### src/rtl/core/assert_macros.svh
// Assertion macros for the size class block allocator.
// Expects clk_i and rst_ni in the scope that uses them.
`ifndef ASSERT_MACROS_SVH
`define ASSERT_MACROS_SVH

// Property must hold at every clock edge outside reset.
`define SCBA_ASSERT(label, prop) \
  label: assert property (@(posedge clk_i) disable iff (!rst_ni) (prop)) \
    else $error("allocator assertion failed");

// Condition must never be seen at a clock edge outside reset.
`define SCBA_ASSERT_NEVER(label, prop) \
  label: assert property (@(posedge clk_i) disable iff (!rst_ni) !(prop)) \
    else $error("allocator forbidden condition seen");

`endif

### src/rtl/core/scba_pkg.sv
// Shared types and constants for the size class block allocator.
// No dependencies; used by scba_ctrl and size_class_block_allocator.
package scba_pkg;

  localparam int NUM_REG_CLASSES      = 4;
  localparam int HANDLE_BLOCKS        = 64;
  localparam int SIZE_W               = 16;
  localparam int CNT_W                = 7;
  localparam int MAX_CLASSES_DEF      = 4;
  localparam int BLOCKS_PER_CLASS_DEF = 64;
  localparam int REG_COUNT_BASE       = 4;

  localparam logic [CNT_W-1:0] COUNT_MAX = 7'd127;

  typedef enum logic [1:0] {
    CMD_INIT,
    CMD_ALLOC,
    CMD_RELEASE
  } cmd_e;

  typedef enum logic [1:0] {
    STS_OK,
    STS_NO_BLOCK,
    STS_BAD_RELEASE
  } status_e;

  typedef enum logic {
    S_IDLE,
    S_EVAL
  } state_e;

  typedef struct packed {
    status_e          status;
    logic [1:0]       got_class;
    logic [5:0]       got_block;
    logic [CNT_W-1:0] free_left;
  } res_t;

endpackage

### src/rtl/core/scba_map_ram.sv
// Used-block bitmap memory: one row per size class, registered read.
// Generic; no package dependencies.
module scba_map_ram #(
  parameter int DEPTH  = 4,
  parameter int WIDTH  = 64,
  parameter int ADDR_W = (DEPTH > 1) ? $clog2(DEPTH) : 1
) (
  input  logic              clk_i,
  input  logic              rd_en_i,
  input  logic [ADDR_W-1:0] rd_addr_i,
  output logic [WIDTH-1:0]  rd_data_o,
  input  logic              wr_en_i,
  input  logic [ADDR_W-1:0] wr_addr_i,
  input  logic [WIDTH-1:0]  wr_data_i
);

  logic [WIDTH-1:0] mem_q [DEPTH];
  logic [WIDTH-1:0] rd_data_q;

  always_ff @(posedge clk_i) begin
    if (wr_en_i) begin
      mem_q[wr_addr_i] <= wr_data_i;
    end
    if (rd_en_i) begin
      rd_data_q <= mem_q[rd_addr_i];
    end
  end

  assign rd_data_o = rd_data_q;

endmodule

### src/rtl/core/scba_ctrl.sv
// Request sequencer: issues bitmap reads, evaluates allocate/release/init,
// writes rows back and keeps free counters. Depends on scba_pkg.
module scba_ctrl #(
  parameter int MAX_CLASSES      = scba_pkg::MAX_CLASSES_DEF,
  parameter int BLOCKS_PER_CLASS = scba_pkg::BLOCKS_PER_CLASS_DEF,
  parameter int MAP_W = (BLOCKS_PER_CLASS < scba_pkg::HANDLE_BLOCKS) ?
                        BLOCKS_PER_CLASS : scba_pkg::HANDLE_BLOCKS,
  parameter int CLS_W = (MAX_CLASSES > 1) ? $clog2(MAX_CLASSES) : 1
) (
  input  logic                              clk_i,
  input  logic                              rst_ni,
  input  logic                              in_valid_i,
  output logic                              in_ready_o,
  input  logic [1:0]                        in_cmd_i,
  input  logic [scba_pkg::SIZE_W-1:0]       in_size_i,
  input  logic [1:0]                        in_class_i,
  input  logic [5:0]                        in_block_i,
  input  logic [scba_pkg::SIZE_W-1:0]       cls_size_i [MAX_CLASSES],
  input  logic [scba_pkg::CNT_W-1:0]        cls_cnt_i  [MAX_CLASSES],
  output logic                              res_valid_o,
  input  logic                              res_ready_i,
  output scba_pkg::res_t                    res_o,
  output logic                              mem_rd_en_o,
  output logic [CLS_W-1:0]                  mem_rd_addr_o,
  input  logic [MAP_W-1:0]                  mem_rd_data_i,
  output logic                              mem_wr_en_o,
  output logic [CLS_W-1:0]                  mem_wr_addr_o,
  output logic [MAP_W-1:0]                  mem_wr_data_o
);

  localparam int BLK_W = (MAP_W > 1) ? $clog2(MAP_W) : 1;

  scba_pkg::state_e state_q, state_d;

  logic [1:0]                  cmd_q;
  logic [scba_pkg::SIZE_W-1:0] size_q;
  logic [1:0]                  rcls_q;
  logic [5:0]                  rblk_q;
  logic [CLS_W-1:0]            cls_q, cls_d;
  logic [scba_pkg::CNT_W-1:0]  free_cnt_q [MAX_CLASSES];
  logic [MAX_CLASSES-1:0]      row_vld_q;

  logic                        in_fire, fire;
  logic [MAP_W-1:0]            row, avail;
  logic [scba_pkg::CNT_W-1:0]  cnt_n, cur_free, inc_free;
  logic                        found, class_ok, alloc_hit, last_cls;
  logic                        rc_ok, rb_ok, rel_ok;
  logic [BLK_W-1:0]            hit_idx, blk_sel;

  assign in_fire = in_valid_i && in_ready_o;
  assign fire    = res_valid_o && res_ready_i;

  // Rows never written since reset or init read as all free.
  assign row      = row_vld_q[cls_q] ? mem_rd_data_i : '0;
  assign cnt_n    = cls_cnt_i[cls_q];
  assign cur_free = free_cnt_q[cls_q];
  assign inc_free = (cur_free < scba_pkg::COUNT_MAX) ? cur_free + 7'd1 : cur_free;

  always_comb begin
    for (int b = 0; b < MAP_W; b++) begin
      avail[b] = !row[b] && (7'(b) < cnt_n);
    end
  end

  // Lowest free block of the row under evaluation.
  always_comb begin
    found   = 1'b0;
    hit_idx = '0;
    for (int b = MAP_W - 1; b >= 0; b--) begin
      if (avail[b]) begin
        found   = 1'b1;
        hit_idx = BLK_W'(b);
      end
    end
  end

  assign class_ok  = (size_q <= cls_size_i[cls_q]) && (cur_free != '0);
  assign alloc_hit = class_ok && found;
  assign last_cls  = (cls_q == CLS_W'(MAX_CLASSES - 1));

  assign rc_ok   = (int'(rcls_q) < MAX_CLASSES);
  assign rb_ok   = ({1'b0, rblk_q} < cnt_n);
  assign blk_sel = rblk_q[BLK_W-1:0];
  assign rel_ok  = rc_ok && rb_ok && row[blk_sel];

  // Next state.
  always_comb begin
    state_d = state_q;
    case (state_q)
      scba_pkg::S_IDLE: begin
        if (in_fire) begin
          state_d = scba_pkg::S_EVAL;
        end
      end
      scba_pkg::S_EVAL: begin
        if (fire) begin
          state_d = scba_pkg::S_IDLE;
        end
      end
      default: state_d = scba_pkg::S_IDLE;
    endcase
  end

  // Outputs, memory port and scan pointer.
  always_comb begin
    in_ready_o    = 1'b0;
    res_valid_o   = 1'b0;
    res_o         = '{status: scba_pkg::STS_OK, got_class: '0, got_block: '0,
                      free_left: '0};
    mem_rd_en_o   = 1'b0;
    mem_rd_addr_o = cls_q;
    mem_wr_en_o   = 1'b0;
    mem_wr_addr_o = cls_q;
    mem_wr_data_o = row;
    cls_d         = cls_q;
    case (state_q)
      scba_pkg::S_IDLE: begin
        in_ready_o    = 1'b1;
        mem_rd_en_o   = in_valid_i;
        mem_rd_addr_o = (in_cmd_i == scba_pkg::CMD_ALLOC) ? '0 : CLS_W'(in_class_i);
        if (in_fire) begin
          cls_d = mem_rd_addr_o;
        end
      end
      scba_pkg::S_EVAL: begin
        case (cmd_q)
          scba_pkg::CMD_INIT: begin
            res_valid_o = 1'b1;
          end
          scba_pkg::CMD_ALLOC: begin
            if (alloc_hit) begin
              res_valid_o     = 1'b1;
              res_o.got_class = 2'(cls_q);
              res_o.got_block = 6'(hit_idx);
              res_o.free_left = cur_free - 7'd1;
              mem_wr_en_o     = res_ready_i;
              mem_wr_data_o   = row | (MAP_W'(1) << hit_idx);
            end else if (last_cls) begin
              res_valid_o  = 1'b1;
              res_o.status = scba_pkg::STS_NO_BLOCK;
            end else begin
              // Advance to the next class and fetch its row.
              cls_d         = CLS_W'(cls_q + 1'b1);
              mem_rd_en_o   = 1'b1;
              mem_rd_addr_o = cls_d;
            end
          end
          scba_pkg::CMD_RELEASE: begin
            res_valid_o = 1'b1;
            if (rel_ok) begin
              res_o.got_class = rcls_q;
              res_o.got_block = rblk_q;
              res_o.free_left = inc_free;
              mem_wr_en_o     = res_ready_i;
              mem_wr_data_o   = row & ~(MAP_W'(1) << blk_sel);
            end else begin
              res_o.status = scba_pkg::STS_BAD_RELEASE;
            end
          end
          default: begin
            res_valid_o  = 1'b1;
            res_o.status = scba_pkg::STS_BAD_RELEASE;
          end
        endcase
      end
      default: ;
    endcase
  end

  always_ff @(posedge clk_i or negedge rst_ni) begin
    if (!rst_ni) begin
      state_q   <= scba_pkg::S_IDLE;
      cls_q     <= '0;
      row_vld_q <= '0;
      for (int c = 0; c < MAX_CLASSES; c++) begin
        free_cnt_q[c] <= '0;
      end
    end else begin
      state_q <= state_d;
      cls_q   <= cls_d;
      if (fire) begin
        case (cmd_q)
          scba_pkg::CMD_INIT: begin
            row_vld_q <= '0;
            for (int c = 0; c < MAX_CLASSES; c++) begin
              free_cnt_q[c] <= cls_cnt_i[c];
            end
          end
          scba_pkg::CMD_ALLOC: begin
            if (alloc_hit) begin
              free_cnt_q[cls_q] <= cur_free - 7'd1;
              row_vld_q[cls_q]  <= 1'b1;
            end
          end
          scba_pkg::CMD_RELEASE: begin
            if (rel_ok) begin
              free_cnt_q[cls_q] <= inc_free;
              row_vld_q[cls_q]  <= 1'b1;
            end
          end
          default: ;
        endcase
      end
    end
  end

  // Request fields; no reset needed.
  always_ff @(posedge clk_i) begin
    if (in_fire) begin
      cmd_q  <= in_cmd_i;
      size_q <= in_size_i;
      rcls_q <= in_class_i;
      rblk_q <= in_block_i;
    end
  end

endmodule

### src/rtl/core/size_class_block_allocator.sv
// Size class block pool allocator, top level. Each request is evaluated after
// a bitmap memory read and its result goes to the output register; an allocate
// adds a read and evaluate step for each class it skips. One request is
// taken at a time: the next is accepted once the last result has left the
// sequencer. Reset clears registers, counters and row valid bits:
// every bitmap row reads as all free at once, with no clearing pass.
module size_class_block_allocator #(
  parameter int MAX_CLASSES      = scba_pkg::MAX_CLASSES_DEF,
  parameter int BLOCKS_PER_CLASS = scba_pkg::BLOCKS_PER_CLASS_DEF
) (
  input  logic        clk_i,
  input  logic        rst_ni,
  // Request stream
  input  logic        s_axis_tvalid_i,
  output logic        s_axis_tready_o,
  input  logic [23:0] s_axis_tdata_i,   // req_size[15:0], req_class[17:16], req_block[23:18]
  input  logic [1:0]  s_axis_tuser_i,   // cmd[1:0]
  // Result stream
  output logic        m_axis_tvalid_o,
  input  logic        m_axis_tready_i,
  output logic [15:0] m_axis_tdata_o,   // got_class[1:0], got_block[7:2], free_left[14:8], 0
  output logic [1:0]  m_axis_tuser_o,   // status[1:0]
  // Register write channel
  input  logic        cfg_valid_i,
  output logic        cfg_ready_o,
  input  logic [2:0]  cfg_index_i,
  input  logic [15:0] cfg_data_i
);

  `include "assert_macros.svh"

  // Bitmap row width: a handle names at most 64 blocks.
  localparam int MAP_W = (BLOCKS_PER_CLASS < scba_pkg::HANDLE_BLOCKS) ?
                         BLOCKS_PER_CLASS : scba_pkg::HANDLE_BLOCKS;
  localparam int CLS_W = (MAX_CLASSES > 1) ? $clog2(MAX_CLASSES) : 1;

  // Configuration registers: sizes at indexes 0..3, counts at 4..7.
  logic [scba_pkg::SIZE_W-1:0] blk_size_q [scba_pkg::NUM_REG_CLASSES];
  logic [scba_pkg::CNT_W-1:0]  blk_cnt_q  [scba_pkg::NUM_REG_CLASSES];

  assign cfg_ready_o = 1'b1;

  always_ff @(posedge clk_i or negedge rst_ni) begin
    if (!rst_ni) begin
      for (int c = 0; c < scba_pkg::NUM_REG_CLASSES; c++) begin
        blk_size_q[c] <= '0;
        blk_cnt_q[c]  <= '0;
      end
    end else if (cfg_valid_i && cfg_ready_o) begin
      if (int'(cfg_index_i) < scba_pkg::REG_COUNT_BASE) begin
        blk_size_q[cfg_index_i[1:0]] <= cfg_data_i;
      end else begin
        blk_cnt_q[cfg_index_i[1:0]] <= cfg_data_i[scba_pkg::CNT_W-1:0];
      end
    end
  end

  // Per-class size and effective count, read live at each request. Classes
  // without registers have size and count zero and never allocate.
  logic [scba_pkg::SIZE_W-1:0] cls_size [MAX_CLASSES];
  logic [scba_pkg::CNT_W-1:0]  cls_cnt  [MAX_CLASSES];

  for (genvar c = 0; c < MAX_CLASSES; c++) begin : g_cls
    if (c < scba_pkg::NUM_REG_CLASSES) begin : g_reg
      // Clamp the count to the bitmap row width.
      assign cls_size[c] = blk_size_q[c];
      assign cls_cnt[c]  = (blk_cnt_q[c] > 7'(MAP_W)) ? 7'(MAP_W) : blk_cnt_q[c];
    end else begin : g_zero
      assign cls_size[c] = '0;
      assign cls_cnt[c]  = '0;
    end
  end

  // Sequencer and bitmap memory.
  logic                 res_valid, res_ready;
  scba_pkg::res_t       res;
  logic                 mem_rd_en, mem_wr_en;
  logic [CLS_W-1:0]     mem_rd_addr, mem_wr_addr;
  logic [MAP_W-1:0]     mem_rd_data, mem_wr_data;

  scba_ctrl #(
    .MAX_CLASSES      (MAX_CLASSES),
    .BLOCKS_PER_CLASS (BLOCKS_PER_CLASS),
    .MAP_W            (MAP_W),
    .CLS_W            (CLS_W)
  ) u_ctrl (
    .clk_i         (clk_i),
    .rst_ni        (rst_ni),
    .in_valid_i    (s_axis_tvalid_i),
    .in_ready_o    (s_axis_tready_o),
    .in_cmd_i      (s_axis_tuser_i),
    .in_size_i     (s_axis_tdata_i[15:0]),
    .in_class_i    (s_axis_tdata_i[17:16]),
    .in_block_i    (s_axis_tdata_i[23:18]),
    .cls_size_i    (cls_size),
    .cls_cnt_i     (cls_cnt),
    .res_valid_o   (res_valid),
    .res_ready_i   (res_ready),
    .res_o         (res),
    .mem_rd_en_o   (mem_rd_en),
    .mem_rd_addr_o (mem_rd_addr),
    .mem_rd_data_i (mem_rd_data),
    .mem_wr_en_o   (mem_wr_en),
    .mem_wr_addr_o (mem_wr_addr),
    .mem_wr_data_o (mem_wr_data)
  );

  scba_map_ram #(
    .DEPTH  (MAX_CLASSES),
    .WIDTH  (MAP_W),
    .ADDR_W (CLS_W)
  ) u_map_ram (
    .clk_i     (clk_i),
    .rd_en_i   (mem_rd_en),
    .rd_addr_i (mem_rd_addr),
    .rd_data_o (mem_rd_data),
    .wr_en_i   (mem_wr_en),
    .wr_addr_i (mem_wr_addr),
    .wr_data_i (mem_wr_data)
  );

  // Output register: parts the result side from the request side, so a new
  // request is taken while a finished result still waits downstream.
  logic           out_vld_q;
  scba_pkg::res_t out_res_q;

  assign res_ready = !out_vld_q || m_axis_tready_i;

  always_ff @(posedge clk_i or negedge rst_ni) begin
    if (!rst_ni) begin
      out_vld_q <= 1'b0;
    end else if (res_ready) begin
      out_vld_q <= res_valid;
    end
  end

  always_ff @(posedge clk_i) begin
    if (res_valid && res_ready) begin
      out_res_q <= res;
    end
  end

  assign m_axis_tvalid_o = out_vld_q;
  assign m_axis_tuser_o  = out_res_q.status;
  assign m_axis_tdata_o  = {1'b0, out_res_q.free_left, out_res_q.got_block,
                            out_res_q.got_class};

  // One request in flight at a time: after an accept, hold off the next one.
  `SCBA_ASSERT(a_one_in_flight,
               (s_axis_tvalid_i && s_axis_tready_o) |=> !s_axis_tready_o)
  // Reads never overlap a write-back, so no forwarding path is needed.
  `SCBA_ASSERT_NEVER(a_no_rd_wr_overlap, mem_rd_en && mem_wr_en)
  // A failed request carries no handle and no count.
  `SCBA_ASSERT(a_fail_zero,
               (m_axis_tvalid_o && (m_axis_tuser_o != scba_pkg::STS_OK)) |->
               (m_axis_tdata_o == '0))

endmodule
### config.mk
export PLATFORM = sky130hd
export DESIGN_NAME = size_class_block_allocator
export DESIGN_NICKNAME = d
export VERILOG_FILES = /design/src/rtl/core/scba_pkg.sv /design/src/rtl/core/scba_map_ram.sv /design/src/rtl/core/scba_ctrl.sv /design/src/rtl/core/size_class_block_allocator.sv
export VERILOG_INCLUDE_DIRS = /design/src /design/src/rtl/core
export SDC_FILE = /design/constraint.sdc
export NUM_CORES = 1
export LEC_CHECK = 0
export ABC_CLOCK_PERIOD_IN_PS = 14250
export BUFFER_PORTS_ARGS = -buffer_cell sky130_fd_sc_hd__buf_2
export CORE_MARGIN = 2
export CORE_UTILIZATION = 40
export CTS_CLUSTER_DIAMETER = 150
export DETAILED_ROUTE_END_ITERATION = 10
export GPL_TIMING_DRIVEN = 0
export PLACE_DENSITY = 0.58
export SYNTH_ARGS = -nofsm -noshare
export SYNTH_HDL_FRONTEND = slang
export SYNTH_SLANG_ARGS = --single-unit
### constraint.sdc
create_clock -name clk_i -period 14.25 [get_ports clk_i]
set_clock_uncertainty 0.1 [all_clocks]
set_input_delay 2.85 -clock clk_i [delete_from_list [all_inputs] [get_ports clk_i]]
set_output_delay 2.85 -clock clk_i [all_outputs]
set_load 0.02 [all_outputs]
; ---- After elaboration in Yosys (flattened, before gate mapping)
; Memories as Yosys holds them, arrays and structs flattened. A register that Yosys moved wholly into a read port is not among the register bits.
; Index checks and enable logic that the tools add are counted.
[totals]
mem_bits_ro = 0
ramBits = 256
memories = 1
ff_bits = 171
elab_cells = 469
latchBits = 0
[memory_table]
columns = name, depth, word_bits, read_ports, rd_ports_with_merged_regs, write_ports, line
row1 = u_map_ram.mem_q, 4, 64, 1, 1, 1, scba_map_ram.sv:17  ; logic [WIDTH-1:0] mem_q [DEPTH];
[op_classes]
order_cmp = 79
shift = 2
mux = 201
div = 0
bitwise = 8
n_eq_ne = 7
add_sub_neg = 3
n_reduce_logical = 144
n_mul = 0
[ops]
columns = operator, count
row1 = $mux 6, 64
row2 = $mux 64, 4
row3 = $lt 6x7->1 const A, 32
row4 = $pmux 64 s2, 1
row5 = $shl 1x6->64 const A, 2
row6 = $lt 5x7->1 const A, 16
row7 = $bwmux 28, 3
row8 = $pmux 28 s3, 1
row9 = $mux 1, 83
row10 = $mux 7, 11
row11 = $logic_and 1x1->1, 72
row12 = $logic_not 1->1, 65
row13 = $and 64x64->64, 1
row14 = $bwmux 64, 1
row15 = $not 64->64, 1
row16 = $or 64x64->64, 1
row17 = $lt 4x7->1 const A, 8
row18 = $mux 28, 2
row19 = $mux 16, 3
row20 = $bmux 16 s2, 1
row21 = $demux 16 s2, 1
row22 = $mux 15, 2
row23 = $pmux 15 s2, 1
row24 = $bmux 7 s2, 2
row25 = 38 further kinds, 66

; ---- Longest topological paths before layout
[depth]
depth_word = 78
mapped_depth = 24

; ---- Cells and area by module
; Synthesis repeated with hierarchy kept, for this count alone.
[unflattened]
hier_cells = 1835
area_unflattened_um2 = 24760.0
[modules_own_cells]
columns = module, instances, area_per_inst_um2, cells_per_inst, seq_area_each_um2
row1 = scba_map_ram, 1, 11263.3, 402, 9609.2
row2 = scba_ctrl, 1, 9197.6, 1177, 1656.6
row3 = size_class_block_allocator, 1, 4299.1, 256, 2837.7

; ---- Least setup slack after synthesis
; OpenSTA, ideal clock, no wires.
[synth_timing]
kind = register to register
startpoint = register u_ctrl.cls_q[0], in the netlist u_ctrl.mem_wr_addr_o[0]
endpoint = register u_map_ram.rd_data_q[0], in the netlist u_map_ram.rd_data_o[0] (read register of u_map_ram.mem_q) (enable)
stages_incl_launch_ff = 20
synth_period_minus_slack_ns = 7.354
n_path_buf = 6
path_slack_ns = 6.896
t_arrival_ns = 6.754
setup_time_ns = 0.499
path_cell_list = dfrtp_1 -> buf_6 -> buf_6 -> buf_2 -> buf_1 -> clkbuf_1 -> mux4_2 -> inv_1 -> ha_1 -> nor2b_1 -> o21a_1 -> o21ai_0 -> a211o_1 -> o21ai_0 -> a21oi_1 -> nor2_1 -> a41o_1 -> buf_6 -> nand2_1 -> o21bai_1
[synth_between]
elab_chain_len = 74
word_cells_on_any_way = 283
classes_between = add/sub (1) / order compare (65) / eq/ne (1) / mux (84) / bitwise (1) / reduce/logical (131)
[synth_rtl]
columns = item, line
row1 = start: declaration, scba_ctrl.sv:39  ; logic [CLS_W-1:0] cls_q, cls_d;
row2 = start signal: assignment, scba_ctrl.sv:180  ; cls_q <= cls_d;
row3 = $not 2->3 (implied by the code), "scba_ctrl.sv:55, scba_ctrl.sv:56, scba_ctrl.sv:77"
row4 = $bmux 7 s2, scba_ctrl.sv:55  ; assign cnt_n = cls_cnt_i[cls_q];
row5 = $mux 7 (implied by the code) (2 in a row), scba_ctrl.sv:55
row6 = $lt 6x7->1, scba_ctrl.sv:61  ; avail[b] = !row[b] && (7'(b) < cnt_n);
row7 = $logic_and 1x1->1, scba_ctrl.sv:61
row8 = $mux 1 (64 in a row), scba_ctrl.sv:70  ; if (avail[b]) begin
row9 = $logic_and 1x1->1, scba_ctrl.sv:78  ; assign alloc_hit = class_ok && found;
row10 = $mux 1 *, scba_ctrl.sv:131  ; if (alloc_hit) begin
row11 = $mux 1 *, scba_ctrl.sv:126  ; case (cmd_q)
row12 = $pmux 1 s2 *, scba_ctrl.sv:116  ; case (state_q)
row13 = via mem_rd_en, size_class_block_allocator.sv:77  ; logic mem_rd_en, mem_wr_en;
row14 = end: declaration, scba_map_ram.sv:18  ; logic [WIDTH-1:0] rd_data_q;
; The timed path passes the listed nets; every way through them passes the cells marked *. The select of a mux whose other input is x is not followed.
; A chain may end at the register's enable or synchronous reset.

; ---- Worst setup path in the final report
[layout_timing]
startpoint = register u_ctrl.cls_q[1], in the netlist u_ctrl.mem_wr_addr_o[1]
endpoint = memory u_map_ram.mem_q[0][52] (data pin)
[layout_between]
elab_chain_len = 75
word_cells_on_any_way = 348
classes_between = order compare (66) / shift (1) / mux (146) / bitwise (3) / reduce/logical (132)
[layout_rtl]
columns = item, line
row1 = $not 2->3 (implied by the code), "scba_ctrl.sv:55, scba_ctrl.sv:56, scba_ctrl.sv:77"
row2 = $bmux 7 s2, scba_ctrl.sv:55
row3 = $mux 7 (implied by the code) (2 in a row), scba_ctrl.sv:55
row4 = $lt 6x7->1, scba_ctrl.sv:61
row5 = $logic_and 1x1->1, scba_ctrl.sv:61
row6 = $mux 6 (64 in a row), scba_ctrl.sv:70
row7 = $shl 1x6->64, scba_ctrl.sv:137  ; mem_wr_data_o = row | (MAP_W'(1) << hit_idx);
row8 = $or 64x64->64, scba_ctrl.sv:137
row9 = $mux 64, scba_ctrl.sv:131
row10 = $pmux 64 s2, scba_ctrl.sv:126
row11 = $mux 64 *, scba_ctrl.sv:116
row12 = via mem_wr_data[52], size_class_block_allocator.sv:79  ; logic [MAP_W-1:0] mem_rd_data, mem_wr_data;
row13 = end: declaration, scba_map_ram.sv:17
; Marks and branches as above.

==> flow_summary.toml <==
[outcome]
outcome = "finished, final reports clean"

[power_and_ir_drop]
power.density_mw_per_mm2 = 260.5
seq_power_share_pct = 30.8
p_int_mw = 4.061
clockPowerShare_pct = 18.7
netSwitchingFraction_pct = 45.55
combPwrFrac_pct = 50.5
p_switching_mw = 3.398
total_power_mw = 7.459
ir_drop_mv = 0.1101
p_leak_nw = 9.890

[timing]
fin_crit_ns = 7.783
fin_setup_tns_ns = 0
fin_crit_sh_pct = 54.62
drv_slew = 0
rsz0062_at_grt = "no"
tightest_slew_ns = 1.320
slew_headroom_pct = 11.82
finalHoldViolCount = 0
setup_viol = 0
fmax_ghz = 0.1285

[floorplanning]
die-area_mm2 = 0.06509
start_util_pct = 40.21
die_h_um = 255.1
ioPinCount = 71
fp.coreArea_mm2 = 0.06274
rows = 92
die_w_um = 255.1

[route]
dr.pass1.iters = 6
initialDrtViolationCount = 2332
postRouteAntennaNets = 0
routedWlPerCell_um = 27.99
drcViolationCount = 0
viasPerCell = 6.328
via_count = 19890
drt-total-wl_um = 87960

[logic_synthesis]
synth_edf_count = 363
ys_ff_latch = 491
yosysSeqAreaShare_pct = 55.90
synth.top_cell.area_share_pct = 43.21
avgSynthCellArea_um2 = 11.88
synth_cell_types = 106
synth_cells = 2124
ys.flop_type = "edfxtp_1"
yosys_warnings = 0
synthArstFlopShare_pct = 26.07
synth.area.top_cells = "edfxtp_1 43%, dfrtp_1 13%, o21ai_0 4.6%, mux4_2 4.4%, mux2_2 4.2%"
syn-num-nets = 2200
synth_area_mm2 = 0.02523
yosys.area.top_type = "edfxtp_1"

[place]
dpl.hpwl_um = 62480
globalplace.congestion = 1.018
placed_cell_area_mm2 = 0.02684
io_buffers = 64

[setup_path]
path_cells = "buf_2 > buf_2 > buf_1 > clkbuf_1 > clkbuf_1 > mux4_2 > inv_1 > ha_1 > nand4_1 > or2_2 > nor3_1 > o21ai_0 > a21oi_1 > nand3_1 > nor2_1 > nand2_1 > nor3_1 > nand2_1 > o21ai_0"
required_ns = 14.49
arrival_ns = 8.02
cp_max_fo = 10
r2r_setup_slack_ns = 6.47
worst_r2r_endpoint = "u_map_ram.mem_q[0][52]"
endpoint_kind = "flip-flop"
critPathKind = "flip-flop to flip-flop"
critPathBufInv = 6
crit_start = "u_ctrl.mem_wr_addr_o[1]"
startpoint_type = "flip-flop"
reg2reg_depth = 19
regToRegStartpoint = "u_ctrl.mem_wr_addr_o[1]"
cp_top_family = "buffers and inverters"
crit_path_max_incr_delay_ns = 0.87
crit_slowest_cell = "nor3_1"

[hold_path]
hold_path_end = "blk_size_q[13]"
hold_class = "flip-flop to flip-flop"
hold_path_depth = 1
hold_path_startpoint = "blk_size_q[13]"

[global_route]
grt_start_max_net_pins = 78
grt_pass1_wl_um = 129400
grt_pass1_vias = 19390
grt.overflow.total = 0
gr-usage-all-layers_pct = 27.08
antenna_found_initial = 2

[finish]
fillers = 5770
multi_input_area_mm2 = 0.01024
area_growth_pct = 13.48
layout-drive-gt1-share_pct = 17.54
nNetsFinal = 2328
fin_util_pct = 45.63
postLayoutCellArea_mm2 = 0.02863
diodes = 0
area.sequential_mm2 = 0.01410

[clock_network]
postCtsSetupRepairBufs = 0
cts_tree = "built"
postCtsHoldBufs = 0
root_buffer = "clkbuf_16"
clock_latency_ns = 0.64
clkTransAtPathRegs_ns = 0.06
post_cts_resize_count = 0
cts_buffer_depth = 3
htreeDepth = 2
cts.sinks = 491
cts_buffers = 53

[run]
max_cap_viol_count = 0
-- sequential cells by signal, summed over array words and instances (netlist names) --
register / cells
m_axis_tvalid_o: 1
u_ctrl.free_cnt_q: 28
u_ctrl.blk_sel: 6
blk_cnt_q: 28
blk_size_q: 64
u_ctrl.rcls_q: 2
m_axis_tdata_o: 15
u_ctrl.state_q: 1
m_axis_tuser_o: 2
u_ctrl.size_q: 16
u_ctrl.cmd_q: 2
u_map_ram.rd_data_o: 64
u_map_ram.mem_q: 256
u_ctrl.mem_wr_addr_o: 2
u_ctrl.row_vld_q: 4
-- kinds of logic (layout without fill, tap and decap cells) --
family	Yosys count	after routing	share of synthesized area, %
buf+inv	197	370	3.630
mux	146	146	8.684
fa+ha+maj	27	27	1.329
other cells	2	2	0.02977
flops	491	491	55.90
simple gates	454	454	9.081
xor+xnor	8	8	0.2777
compound gates	799	799	21.06
-- Yosys cell counts (all sizes together) (16+ instances only) --
library cell  instances
a211oi               82
a21oi                90
a22o                 75
a22oi                20
a31oi                77
and2                 16
buf                  76
clkbuf               79
dfrtp               128
edfxtp              363
ha                   26
inv                  41
mux2                 93
mux4                 49
nand2               153
nand2b               18
nand3                34
nor2                102
nor2b                29
nor3                 36
o211ai               53
o21ai               261
-- worst reg2reg max path, cell delays in order, from the launching register on --
cell and delay, ns:
dfrtp_1 0.42, buf_2 0.26, buf_2 0.27, buf_1 0.61, clkbuf_1 0.72, clkbuf_1 0.77
mux4_2 0.36, inv_1 0.05, ha_1 0.29, nand4_1 0.12, or2_2 0.32, nor3_1 0.25
o21ai_0 0.10, a21oi_1 0.62, nand3_1 0.28, nor2_1 0.15, nand2_1 0.18, nor3_1 0.88
nand2_1 0.16, o21ai_0 0.58
-- per-stage QoR --
stage / hold slack, ns / instances / setup WS (ns)
2_1_floorplan: 0.3546 / 2124 / 6.897
3_3_place_gp: 0.3814 / 3034 / 3.477
3_5_place_dp: 0.3801 / 3043 / 6.841
4_1_cts: 0.4020 / 3143 / 6.730
5_1_grt: 0.4094 / 3143 / 6.348
6_report: 0.4014 / 3143 / 6.467
-- cells in the final DEF (no fill, tap or decap), types with 12 or more instances in the layout --
cell / n
o21ai_1: 29
a22o_1: 74
mux4_2: 49
clkbuf_1: 89
buf_2: 111
mux2_2: 93
ha_1: 26
dfrtp_1: 128
nor2_1: 100
edfxtp_1: 363
inv_1: 37
a22oi_1: 19
clkinv_1: 13
nand2b_1: 18
nand3_1: 33
a31oi_1: 77
o211ai_1: 53
and3_1: 12
and2_1: 12
o32ai_1: 15
a211oi_1: 81
o21ai_0: 230
nor2b_1: 28
buf_6: 14
nand2_1: 151
nor3_1: 33
a21oi_1: 87
clkbuf_16: 54
a21o_1: 13
-- area by class of cell --
class	instances	area share [%]
tap	846	3.698
multi-input combinational	1436	35.77
timing repair buffer	73	1.818
clock inverter	30	1.141
buffer	155	2.640
clock buffer	70	5.105
sequential	491	49.27
inverter	42	0.5594
-- how the worst max path moves through the flow --
| stage | to | slack (ns) | cells past startpoint |
|---|---|---|---|
| floorplan | u_map_ram.rd_data_o[0] | 6.90 | 19 |
| global placement | u_map_ram.rd_data_o[39] | 3.48 | 19 |
| detailed placement | u_map_ram.rd_data_o[25] | 6.84 | 20 |
| CTS | u_map_ram.rd_data_o[22] | 6.73 | 20 |
| global route | u_map_ram.mem_q[0][52] | 6.35 | 19 |
| finish | u_map_ram.mem_q[0][52] | 6.47 | 19 |
-- per-layer routing --
layer	vias up	track usage (%)	routed length, µm
met2	998	40.90	38920
met4	0	10.66	3557
li1	8659	-	-
met5	-	0	0
met1	10040	38.82	38320
met3	190	4.759	7165
-- power groups by stage --
stage	clock network (mW)	logic (mW)	registers (mW)
after floorplan	0	2.36	2.25
after global placement	0	3.62	2.33
after detailed placement	0	3.67	2.31
after CTS	1.42	3.69	2.29
after global routing	1.48	4.00	2.33
final	1.40	3.76	2.30
Power figures use the tool's default switching activity.
